--- src/sv/rvr_pkg.sv ---
package rvr_pkg;

    typedef struct packed {
        logic [63:0] raw_element;
        logic        start_volume;
    } t_in;

    typedef struct packed {
        logic [31:0]        voxel_value;
        logic signed [63:0] byte_displacement;
    } t_out;

    typedef enum logic [2:0] {
        REG_ELEMENT_FORMAT = 3'd0,
        REG_SCALE_BITS     = 3'd1,
        REG_OFFSET_BITS    = 3'd2,
        REG_ROW_LENGTH     = 3'd3,
        REG_ROWS_PER_SLICE = 3'd4,
        REG_STRIDE_X       = 3'd5,
        REG_STRIDE_Y       = 3'd6,
        REG_STRIDE_Z       = 3'd7
    } t_reg_idx;

    typedef struct packed {
        logic [3:0]         element_format;
        logic [63:0]        scale_bits;
        logic [63:0]        offset_bits;
        logic [15:0]        row_length;
        logic [15:0]        rows_per_slice;
        logic signed [31:0] stride_x;
        logic signed [31:0] stride_y;
        logic signed [31:0] stride_z;
    } t_cfg;

    // queue entry: decoded double and displacement
    typedef struct packed {
        logic [63:0] value;
        logic [63:0] disp;
    } t_q;

    localparam int SIG_W = 106;

    // value = sig * 2^(exp - bias - 105); sp overrides with sp_bits
    typedef struct packed {
        logic               sp;
        logic [63:0]        sp_bits;
        logic               zsign;
        logic               sign;
        logic signed [13:0] exp;
        logic [SIG_W-1:0]   sig;
        logic               sticky;
    } t_unr;

    localparam logic [3:0] FMT_U8  = 4'd0;
    localparam logic [3:0] FMT_U16 = 4'd1;
    localparam logic [3:0] FMT_U32 = 4'd2;
    localparam logic [3:0] FMT_U64 = 4'd3;
    localparam logic [3:0] FMT_S8  = 4'd4;
    localparam logic [3:0] FMT_S16 = 4'd5;
    localparam logic [3:0] FMT_S32 = 4'd6;
    localparam logic [3:0] FMT_S64 = 4'd7;
    localparam logic [3:0] FMT_F32 = 4'd8;
    localparam logic [3:0] FMT_F64 = 4'd9;

    localparam logic [63:0] DBL_QUIET   = 64'h0008_0000_0000_0000;
    localparam logic [63:0] DBL_DEF_NAN = 64'hFFF8_0000_0000_0000;

    function automatic t_unr nrm_step(input t_unr u, input int k);
        t_unr r;
        r = u;
        if ((u.sig >> (SIG_W - k)) == '0) begin
            r.sig = u.sig << k;
            r.exp = u.exp - 14'(k);
        end
        return r;
    endfunction

    function automatic t_unr nrm_denorm(input t_unr u);
        t_unr       r;
        logic [13:0] amt;
        logic [6:0]  sh;
        r   = u;
        amt = 14'd1 - $unsigned(u.exp);
        sh  = amt[6:0];
        if (u.exp <= 14'sd0) begin
            if (amt > 14'd106) begin
                r.sticky = u.sticky | (|u.sig);
                r.sig    = '0;
            end else begin
                r.sticky = u.sticky | (|(u.sig & ~({SIG_W{1'b1}} << sh)));
                r.sig    = u.sig >> sh;
            end
            r.exp = 14'sd1;
        end
        return r;
    endfunction

    function automatic logic [63:0] nrm_round(input t_unr u, input logic single);
        logic [52:0] kd;
        logic        gd;
        logic        sd;
        logic        inc_d;
        logic [63:0] rd;
        logic [23:0] ks;
        logic        gs;
        logic        ss;
        logic        inc_s;
        logic [31:0] rs;
        logic [63:0] res;
        kd    = u.sig[105:53];
        gd    = u.sig[52];
        sd    = (|u.sig[51:0]) | u.sticky;
        inc_d = gd & (sd | kd[0]);
        rd    = {u.sign, (kd[52] ? u.exp[10:0] : 11'd0), kd[51:0]} + 64'(inc_d);
        if (u.exp >= 14'sd2047) begin
            rd = {u.sign, 11'h7FF, 52'd0};
        end
        ks    = u.sig[105:82];
        gs    = u.sig[81];
        ss    = (|u.sig[80:0]) | u.sticky;
        inc_s = gs & (ss | ks[0]);
        rs    = {u.sign, (ks[23] ? u.exp[7:0] : 8'd0), ks[22:0]} + 32'(inc_s);
        if (u.exp >= 14'sd255) begin
            rs = {u.sign, 8'hFF, 23'd0};
        end
        res = single ? {32'd0, rs} : rd;
        if (u.sig == '0 && !u.sticky) begin
            res = single ? {32'd0, u.zsign, 31'd0} : {u.zsign, 63'd0};
        end
        if (u.sp) begin
            res = u.sp_bits;
        end
        return res;
    endfunction

endpackage

--- src/sv/rvr_fifo.sv ---
module rvr_fifo import rvr_pkg::*; (
    input  logic i_clk,
    input  logic i_rst_n,
    input  logic i_push,
    input  t_q   i_push_data,
    output logic o_full,
    input  logic i_pop,
    output t_q   o_pop_data,
    output logic o_empty
);

    localparam int DEPTH = 4;
    localparam int AW    = $clog2(DEPTH);

    t_q            r_mem [DEPTH];
    logic [AW-1:0] r_wr;
    logic [AW-1:0] r_rd;
    logic [AW:0]   r_cnt;

    always_ff @(posedge i_clk) begin
        if (!i_rst_n) begin
            r_wr  <= '0;
            r_rd  <= '0;
            r_cnt <= '0;
        end else begin
            if (i_push) begin
                r_wr <= r_wr + 1'b1;
            end
            if (i_pop) begin
                r_rd <= r_rd + 1'b1;
            end
            if (i_push && !i_pop) begin
                r_cnt <= r_cnt + 1'b1;
            end else if (!i_push && i_pop) begin
                r_cnt <= r_cnt - 1'b1;
            end
        end
    end

    always_ff @(posedge i_clk) begin
        if (i_push) begin
            r_mem[r_wr] <= i_push_data;
        end
    end

    assign o_pop_data = r_mem[r_rd];
    assign o_full     = (r_cnt == (AW+1)'(DEPTH));
    assign o_empty    = (r_cnt == '0);

endmodule

--- config.mk ---
export PLATFORM = sky130hd
export DESIGN_NAME = rvr_fifo
export DESIGN_NICKNAME = d
export VERILOG_FILES = /design/src/sv/rvr_pkg.sv /design/src/sv/rvr_fifo.sv
export SDC_FILE = /design/constraint.sdc
export NUM_CORES = 1
export LEC_CHECK = 0
export BUFFER_PORTS_ARGS = -buffer_cell sky130_fd_sc_hd__buf_2
export CAP_MARGIN = 15
export CORE_AREA = 4 4 263 188
export DETAILED_ROUTE_END_ITERATION = 8
export DIE_AREA = 0 0 267 192
export PLACE_DENSITY = 0.66
export RECOVER_POWER = 25
export SLEW_MARGIN = 20
export SYNTH_ARGS = -nofsm -noshare
export SYNTH_HDL_FRONTEND = slang
export SYNTH_SLANG_ARGS = --single-unit
--- constraint.sdc ---
create_clock -name i_clk -period 6.35 [get_ports i_clk]
set_clock_uncertainty 0.2 [all_clocks]
set_input_delay 0 -clock i_clk [delete_from_list [all_inputs] [get_ports i_clk]]
set_output_delay 0 -clock i_clk [all_outputs]
set_load 0.02 [all_outputs]
==> metrics.txt, run 1 <==
Crit path required time 6.15 ns; Mapped Area 19,020 um2; M1 GR Usage 0.2104; Mapped Nets 849; WL final 39,730 um; CP Class register to output pin; initial core utilization 0.4036; core footprint 47,110 um2; Total GRT Usage 0.1548; met2 usage 0.2510; vias in the first global route 10,188; fmax 318.7 MHz; detailed router's first-iteration violation count 740; DP Wirelength 22,100 um; vias per cell 4.947; Slew headroom 0.3160; Reg2Reg Depth 4; antenna violations before repair 7; Arr. time, crit path 2.94 ns; Die W 267 um; NumNets Final 1,376; power share of the clock group 0.369; Clock Sinks 521; Critical R2R Capture r_mem[0][63]; Rows 67; Hold Crit Class input port to register; sequential power share 0.513; unrepaired setup endpoints after global routing false; antenna viol nets, final 0; CTS tree yes; Power Density 315.6 nW/um2; Worst Setup End Kind output pin; Hold Path Sink r_mem[2][7]; dpl cell area 20,910 um2; Final Hold Viols 0; post-route cell area 24,760 um2; Die Y 192 um; Synth Area per Inst 26.75 um2; Least-Margin Pin Slew 1.026 ns; Sw Share 0.2282; CTS Buffer Depth 3; postcts setup bufs 0; first-pass GRT wire length 60,820 um; Distinct cells, synth 21; sequential area share after synthesis 0.8179; DRC errors left 0; final max-slew violation count 0; layout cells sized above 1 0.3412; Worst-Skew Late Latency 0.55 ns; Clock Pin Slew Worst Setup and Hold Paths 0.07 ns; FF-to-FF Start r_wr[0]; Final setup viols 0; crit path launch type register; CP max FO 58; Gate power share 0.118; routing usage on met3 0.04572; Int Power 6.030 mW; Root Buffer clkbuf_16; Psw 1.783 mW; Max VDD drop 0.1928 mV; post-layout minimum cycle time 3.138 ns; Leak 8.322 nW; setup TNS 0 ns; Post-Syn Instances 711; status finished clean; Pwr Total 7.813 mW; TritonCTS buffer count 49; DRT Pass-1 Iters 5; Avg WL per Cell 20.93 um; gr ovfl total 0; die area 51,260 um2; hold wc startpoint i_push_data[7]; Reg2Reg Setup Slack 3.58 ns; H-tree Lvls 2; Vias 9,389; number of max-cap violations 0; IO buf count 261; busiest layer in global routing met2; Hold Crit Depth 2; area delta synth->final 30.17%; largest net degree at the start of global routing 65; gpl congestion 0.6949; final worst path period share 0.4942; Synth warnings 0; I/O pins 262; Yosys reg bits 521
==> synthesized netlist by cell type, drive strengths merged <==
| master | count | share of area |
|---|---|---|
| edfxtp | 512 | 0.81 |
| xnor2 | 2 | 0.00092 |
| nor3b | 1 | 0.00039 |
| a21boi | 1 | 0.00039 |
| buf | 27 | 0.016 |
| xor2 | 3 | 0.0014 |
| fa | 1 | 0.0011 |
| ha | 5 | 0.0033 |
| nor2b | 2 | 0.00066 |
| and2 | 9 | 0.0030 |
| nand2 | 1 | 0.00020 |
| clkbuf | 1 | 0.00020 |
| inv | 4 | 0.00079 |
| or3 | 1 | 0.00033 |
| o21ai | 1 | 0.00026 |
| mux2i | 2 | 0.0011 |
| dfxtp | 9 | 0.0095 |
| nor3 | 1 | 0.00026 |
| mux4 | 128 | 0.15 |
==> flip-flops by register name, summed over array words and instances, names as in the netlist, named ones only <==
register and count:
r_cnt 3, r_mem 512, r_rd 2, r_wr 2
==> timing repair <==
action,CTS,global route
hold buffers,230,0
gates resized for setup,0,0
hold endpoints to repair,521,0
==> how the worst max path moves through the flow <==
stage | startpoint | end
detailed placement | r_wr[0] | r_mem[0][9]
global placement | r_wr[0] | r_mem[0][9]
floorplan | r_wr[0] | r_mem[0][0]
CTS | register | o_pop_data[125]
global route | register | o_pop_data[125]
finish | register | o_pop_data[125]
==> power by group through the flow <==
stage / clock network, mW / registers, mW / logic (mW)
2_1_floorplan: 0 / 4.07 / 0.552
3_3_place_gp: 0 / 4.09 / 0.801
3_5_place_dp: 0 / 4.09 / 0.810
4_1_cts: 2.96 / 4.02 / 0.927
5_1_grt: 3.13 / 4.02 / 0.985
6_report: 2.89 / 4.01 / 0.918
==> per-stage QoR <==
stage / hold WS, ns / setup slack [ns] / instances / utilization
floorplan: -0.1011 / 2.170 / 711 / -
global placement: 0.01468 / 3.529 / 1577 / 0.4438
detailed placement: 0.01770 / 3.484 / 1577 / 0.4438
CTS: 0.0001197 / 3.098 / 1892 / 0.5259
global route: 0.06988 / 3.032 / 1898 / 0.5254
finish: 0.05967 / 3.212 / 1898 / 0.5254
==> layer usage <==
layer,vias up,share of wire
li1,4152,-
met1,4915,0.43
met2,261,0.48
met3,57,0.071
met4,4,0.017
met5,-,0.00043
==> cells in the final DEF, fill, tap and decap left out, types with 5 or more instances in the layout <==
master / n
clkinv_2: 10
mux4_2: 128
buf_4: 11
edfxtp_1: 512
clkbuf_16: 51
bufinv_16: 5
dfxtp_1: 7
buf_2: 216
clkbuf_1: 54
clkinv_1: 5
ha_1: 5
diode_2: 5
dlygate4sd3_1: 230
==> cell families (layout without fill, tap and decap cells) <==
kind of cell / Yosys count / after routing / share of synthesized area
XOR/XNOR: 5 / 5 / 0.002303
flip-flops: 521 / 521 / 0.8179
other: 0 / 5 / 0
buffers and inverters: 32 / 593 / 0.01730
multiplexers: 130 / 130 / 0.1526
adder cells (fa/ha/maj): 6 / 6 / 0.004342
AO/OA/AOI/OAI: 2 / 2 / 0.0006578
AND/OR/NAND/NOR: 15 / 15 / 0.004803
==> area by class of cell <==
type / instances / area, um2
fillers: 3631 / 22360
flip-flops and latches: 521 / 15560
repair buffers: 504 / 3675
multi-input cells: 158 / 3143
clock buffers: 60 / 1310
well taps: 621 / 777.0
clock inverters: 25 / 260.3
inverters: 4 / 15.01
diodes: 5 / 12.51
==> worst max-delay path: stages, from the launching register on <==
cell and delay, ns:
dfxtp_4 0.84, buf_4 0.84, mux4_2 0.47, buf_2 0.19
No activity file was read; power rests on OpenSTA's default activity.
==> run 2, diff against run 1 <==
--- a/config.mk
+++ b/config.mk
@@ -5,12 +5,13 @@
 export SDC_FILE = /design/constraint.sdc
 export NUM_CORES = 1
 export LEC_CHECK = 0
+export ABC_AREA = 1
 export BUFFER_PORTS_ARGS = -buffer_cell sky130_fd_sc_hd__buf_2
 export CAP_MARGIN = 15
-export CORE_AREA = 4 4 263 188
+export CORE_AREA = 4 4 268 191
 export DETAILED_ROUTE_END_ITERATION = 8
-export DIE_AREA = 0 0 267 192
-export PLACE_DENSITY = 0.66
+export DIE_AREA = 0 0 272 195
+export PLACE_DENSITY = 0.68
 export RECOVER_POWER = 25
 export SLEW_MARGIN = 20
 export SYNTH_ARGS = -nofsm -noshare
==> constraint.sdc (replaced) <==
create_clock -name i_clk -period 2.54 [get_ports i_clk]
set_clock_uncertainty 0.2 [all_clocks]
set_input_delay 0 -clock i_clk [delete_from_list [all_inputs] [get_ports i_clk]]
set_output_delay 0 -clock i_clk [all_outputs]
set_load 0.02 [all_outputs]
==> run 2 against run 1 <==
Compared with the run above:
- sequential share of layout area fell by 2.2 points
- die area rose by 3.5%
- non-clock buffer count rose by 8
- combinational power rose to 2.6 times the previous value
- register-to-register slack got worse by 3.0 ns
- largest power group unchanged
==> metrics.txt, run 2 <==
status finished clean; Clock Pin Slew Worst Setup and Hold Paths 0.06 ns (about the same); Leak 8.866 nW (+6.5%); Worst-Skew Late Latency 0.56 ns (about the same); Root Buffer clkbuf_16; fmax 417.6 MHz; routed wire length on met3 3057 um (+8.9%); Worst Setup End Kind output pin; met2 wire len 23,360 um (+21%); Arr. time, crit path 2.19 ns (-0.75 ns); final worst path period share 0.9428; CP max-delay cell dfxtp_4; number of synthesized flops with an enable pin 512 (unchanged); vias in the first global route 12,946 (+27%); NumNets Final 1,914 (+39%); detailed router's first-iteration violation count 1,014 (+37%); H-tree Lvls 2 (unchanged); Sw Share 0.2395 (+0.01129); WL final 46,900 um (+18%); unrepaired setup endpoints after global routing false; vias per cell 5.056 (+2.2%); Gate power share 0.120 (+0.002); most common cell in the netlist edfxtp_1; postcts setup bufs 0 (unchanged); Power Density 763.2 nW/um2 (+140%); CP top delay family buffers and inverters; gr ovfl total 0 (unchanged); area delta synth->final 29.69%; sequential area share after synthesis 0.7868 (-0.03111); layout cells sized above 1 0.2242 (-0.1170); Psw 4.686 mW (+160%); antenna viol nets, final 0 (unchanged); most common cell after layout, fill and taps aside edfxtp_1; CP bufs+invs 3 (+1); CP cell instances inv_8 > buf_4 > nor2_1 > o22ai_1 > buf_2; IO buf count 261 (unchanged); top post-synthesis cells by count edfxtp_1, nor2_1, o21ai_0, o21ai_1, o22ai_1; antenna violations before repair 7 (unchanged); initial core utilization 0.4055 (+0.001853); final max-slew violation count 0 (unchanged); Int Power 14.88 mW (+150%); top sig layer met5; Die Y 195 um (+1.6%); Regs by FF count r_mem (512), r_cnt (3); leading area contributor after synthesis edfxtp_1; Clock Sinks 521 (unchanged); hold wc startpoint i_push_data[107]; Die W 272 um (+1.9%); crit path launch type register; CP max FO 54 (-6.9%); ys async rst share 0 (unchanged); Crit path required time 2.34 ns (-3.81 ns); Synth Area per Inst 15.25 um2 (-43%); DRT Pass-1 Iters 5 (unchanged); most frequent cells in the layout edfxtp_1, nor2_1, dlygate4sd3_1; FF-to-FF Start r_cnt[0]; Rows 68 (+1.5%); Mapped Area 19,770 um2 (+4.0%); Final Non-Filler Cells 2,485 (+31%); Post-Syn Instances 1,296 (+82%); Final Hold Viols 0 (unchanged); I/O pins 262 (unchanged); DRC errors left 0 (unchanged); Distinct cells, synth 25 (+19%); max reg flops 512 (unchanged); Least-Margin Pin Slew 0.5253 ns (-0.5007 ns); CTS Buffer Depth 3 (unchanged); M1 WL 19,810 um (+17%); Max VDD drop 0.5671 mV (+190%); Yosys reg bits 521 (unchanged); Slew headroom 0.6498 (+0.3338); Vias 12,563 (+34%); Pwr Total 19.57 mW (+150%); CTS tree yes; Synth area leaders edfxtp_1, nor2_1, o21ai_0, o21ai_1, o22ai_1; number of max-cap violations 0 (unchanged); CP peak stage delay 0.39 ns (-0.45 ns); power share of the clock group 0.373 (+0.004); TritonCTS buffer count 50 (+2.0%); Final setup viols 0 (unchanged); largest net degree at the start of global routing 96 (+48%); Yosys top cell area share 0.7777 (-0.03075); CP Class register to output pin; DP Cell Count 2,160 (+37%); Synth warnings 0 (unchanged); sequential power share 0.507 (-0.006); most common flop cell mapped by yosys edfxtp_1; largest register by flop count r_mem; Hold Crit Class input port to register; Mapped Nets 1,434 (+69%); core footprint 48,750 um2 (+3.5%); first-pass GRT wire length 72,810 um (+20%); die area 53,040 um2 (+3.5%); Avg WL per Cell 18.87 um (-9.8%); gpl congestion 0.6999 (+0.72%); post-layout minimum cycle time 2.395 ns; DP Wirelength 25,090 um (+14%); Total GRT Usage 0.1723 (+0.01747)
[run 2: final timing paths]
check,end,slack [ns],depth (start not counted)
worst min register to register,register,0.23,1
worst max-delay path,o_pop_data[4],0.15,5
worst min-delay path,r_mem[1][107],0.08,2
worst max register to register,r_cnt[2],0.59,8
[run 2: what timing repair did]
item / 4_1_cts / 5_1_grt
resized for setup: 0 / 5
endpoints found under the setup margin: 0 / 1
hold buffers: 230 / 0
endpoints found under the hold margin: 523 / 0
[run 2: logic make-up after synthesis]
kind of cell / share of synthesized area
adders and majority gates: 0.004177
AOI/OAI and AO/OA: 0.1205
DFF: 0.7868
buffers and inverters: 0.03234
and+or+nand+nor: 0.05614
[run 2: power by group through the flow]
stage	Sequential, mW	Combinational [mW]	Clock, mW
after floorplan	10.1	1.29	0
after global placement	10.1	2.04	0
after detailed placement	10.1	2.07	0
after CTS	9.92	2.37	7.49
after global routing	9.94	2.54	7.90
final	9.92	2.35	7.30
[run 2: area by class of cell]
class | instances | area [um2]
Multi-Input combinational cell | 674 | 3597
Clock inverter | 30 | 252.7
Tap cell | 665 | 832.0
Inverter | 17 | 88.84
Sequential cell | 521 | 15560
Antenna cell | 5 | 12.51
Clock buffer | 61 | 1356
Fill cell | 3953 | 23110
Timing Repair Buffer | 512 | 3934
[run 2: metal layers]
metal	track usage	vias up
met1	0.2272	6244
met4	0.03388	4
met3	0.04103	64
met2	0.2952	355
met5	0	-
li1	-	5896
[run 2: through the flow]
step	setup slack [ns]	util	hold slack (ns)	TNS [ns]	area, um2
2_1_floorplan	-0.5471	-	-0.1011	-274.50	19800
3_3_place_gp	0.7330	0.4464	0.01102	0	21760
3_5_place_dp	0.7054	0.4464	0.01653	0	21760
4_1_cts	0.06321	0.5266	0.00009509	0	25670
5_1_grt	0.008172	0.5259	0.05826	0	25640
6_report	0.1452	0.5259	0.07840	0	25640
==> run 3, diff against run 2 <==
--- a/config.mk
+++ b/config.mk
@@ -11,7 +11,7 @@
 export CORE_AREA = 4 4 268 191
 export DETAILED_ROUTE_END_ITERATION = 8
 export DIE_AREA = 0 0 272 195
-export PLACE_DENSITY = 0.68
+export PLACE_DENSITY = 0.66
 export RECOVER_POWER = 25
 export SLEW_MARGIN = 20
 export SYNTH_ARGS = -nofsm -noshare
==> constraint.sdc (replaced) <==
create_clock -name i_clk -period 2.3 [get_ports i_clk]
set_clock_uncertainty 0.2 [all_clocks]
set_input_delay 0 -clock i_clk [delete_from_list [all_inputs] [get_ports i_clk]]
set_output_delay 0 -clock i_clk [all_outputs]
set_load 0.02 [all_outputs]
==> run 3 against run 2 <==
Compared with the run above:
- design area grew 2.1%
- highest routed layer unchanged
- routed wire length grew 7.6%
- utilization grew 1.1 points
- clock power grew 12%
- via count grew 2.8%
- global-route usage grew 0.60 points
- largest power group unchanged
- critical path depth is the same
==> metrics.txt, run 3 (same netlist as run 2, synthesis figures left out) <==
status finished clean; area delta synth->final 32.46%; CP max FO 35 (-35%); setup TNS 0 ns (unchanged); M1 WL 21,410 um (+8.1%); IO buf count 261 (unchanged); CTS Buffer Depth 3 (unchanged); NumNets Final 1,943 (+1.5%); layout cells sized above 1 0.2374 (+0.01316); max reg flops 512 (unchanged); Rows 68 (unchanged); Final Hold Viols 0 (unchanged); fmax 447.7 MHz; CP top delay family buffers and inverters; core footprint 48,750 um2 (unchanged); TritonCTS buffer count 49 (-2.0%); register area 15,560 um2 (about the same); Gate power share 0.128 (+0.008); unrepaired setup endpoints after global routing true; Final setup viols 0 (unchanged); top sig layer met5; Util after Layout 0.5371 (+0.01124); CP peak stage delay 0.37 ns (-0.02 ns); I/O pins 262 (unchanged); Die W 272 um (unchanged); first-pass GRT wire length 74,800 um (+2.7%); routed wire length on met3 3764 um (+23%); Vias 12,917 (+2.8%); Worst-Skew Late Latency 0.56 ns (about the same); largest net degree at the start of global routing 72 (-25%); Slew headroom 0.5779 (-0.07188); power share of the clock group 0.373 (about the same); Int Power 16.65 mW (+12%); Total GRT Usage 0.1783 (+0.006012); Crit path required time 2.10 ns (-0.24 ns); Least-Margin Pin Slew 0.6318 ns (+0.1065 ns); largest register by flop count r_mem; WL final 50,450 um (+7.6%); post-layout minimum cycle time 2.234 ns; CP bufs+invs 3 (unchanged); sequential power share 0.500 (-0.007); final max-slew violation count 0 (unchanged); detailed router's first-iteration violation count 1,240 (+22%); most frequent cells in the layout edfxtp_1, nor2_1, dlygate4sd3_1; vias per cell 5.142 (+1.7%); CTS tree yes; vias in the first global route 13,087 (+1.1%); crit path launch type register; Worst Setup End Kind output pin; Clock Sinks 521 (unchanged); post-route cell area 26,190 um2 (+2.1%); filler instances 3,969 (+0.40%); CP max-delay cell dfxtp_4; Power Density 837.6 nW/um2 (+9.8%); Sw Share 0.2410 (+0.001568); DP Wirelength 25,420 um (+1.3%); CP Class register to output pin; antenna violations before repair 4 (-3); Leak 9.126 nW (+2.9%); Arr. time, crit path 2.03 ns (-0.16 ns); Root Buffer clkbuf_16; final worst path period share 0.9712; Final Non-Filler Cells 2,512 (+1.1%); Max VDD drop 0.5939 mV (+4.7%); antenna viol nets, final 0 (unchanged); Regs by FF count r_mem (512), r_cnt (3); number of max-cap violations 0 (unchanged); most common cell after layout, fill and taps aside edfxtp_1; initial core utilization 0.4055 (unchanged); Clock Pin Slew Worst Setup and Hold Paths 0.06 ns (about the same); Psw 5.287 mW (+13%); die area 53,040 um2 (unchanged); Hold Crit Class input port to register; gr ovfl total 0 (unchanged); Die Y 195 um (unchanged); CP cell instances buf_4 > buf_16 > o21ai_0 > o22ai_1 > buf_2; gpl congestion 0.7379 (+5.4%); DP Cell Count 2,171 (+0.51%); DRC errors left 0 (unchanged); dpl cell area 21,910 um2 (+0.67%); H-tree Lvls 2 (unchanged); Avg WL per Cell 20.08 um (+6.4%); met2 wire len 24,570 um (+5.2%); DRT Pass-1 Iters 5 (unchanged); Multi-input gate area 3630 um2 (+0.90%)
run 3: layer usage:
metal	track usage	vias up
met1	0.2329	6422
li1	-	5953
met5	0	-
met3	0.03882	58
met2	0.3092	480
met4	0.03831	4
run 3: stage by stage:
step | total power [mW] | hold slack (ns) | setup WS (ns)
6_report | 21.93 | 0.07725 | 0.06630
4_1_cts | 22.03 | 0.0002199 | -0.07566
3_5_place_dp | 13.50 | 0.01508 | 0.2362
2_1_floorplan | 12.58 | -0.1011 | -0.7871
3_3_place_gp | 13.45 | 0.01023 | 0.2321
5_1_grt | 22.77 | 0.07919 | -0.04924
run 3: layout make-up:
class	count	area share
flip-flops and latches	521	0.5943
diodes	2	0.0001911
clock buffers	61	0.05017
inverters	17	0.004491
repair buffers	542	0.1687
clock inverters	30	0.01175
multi-input cells	674	0.1386
well taps	665	0.03177
run 3: what timing repair did:
action                                  CTS  global route
buffers inserted                          2             8
endpoints found under the hold margin   521             4
endpoints found under the setup margin   77           114
gates resized for setup                  10            14
cloned                                    2             5
hold buffers                            230             1
run 3: path summary, 6_finish.rpt:
check / slack, ns / cells past startpoint / to / from
setup / recovery: 0.07 / 5 / o_pop_data[49] / register
hold / removal: 0.08 / 2 / r_mem[3][39] / i_push_data[39]
setup reg to reg: 0.21 / 5 / r_mem[0][69] / r_wr[0]
hold reg to reg: 0.27 / 1 / register / r_rd[1]
run 3: power groups by stage:
stage               Clock [mW]  Sequential [mW]  Combinational, mW
global placement             0             11.2               2.29
CTS                       8.35             11.0               2.72
floorplan                    0             11.2               1.42
global route              8.78             11.0               3.01
detailed placement           0             11.2               2.33
finish                    8.18             11.0               2.80
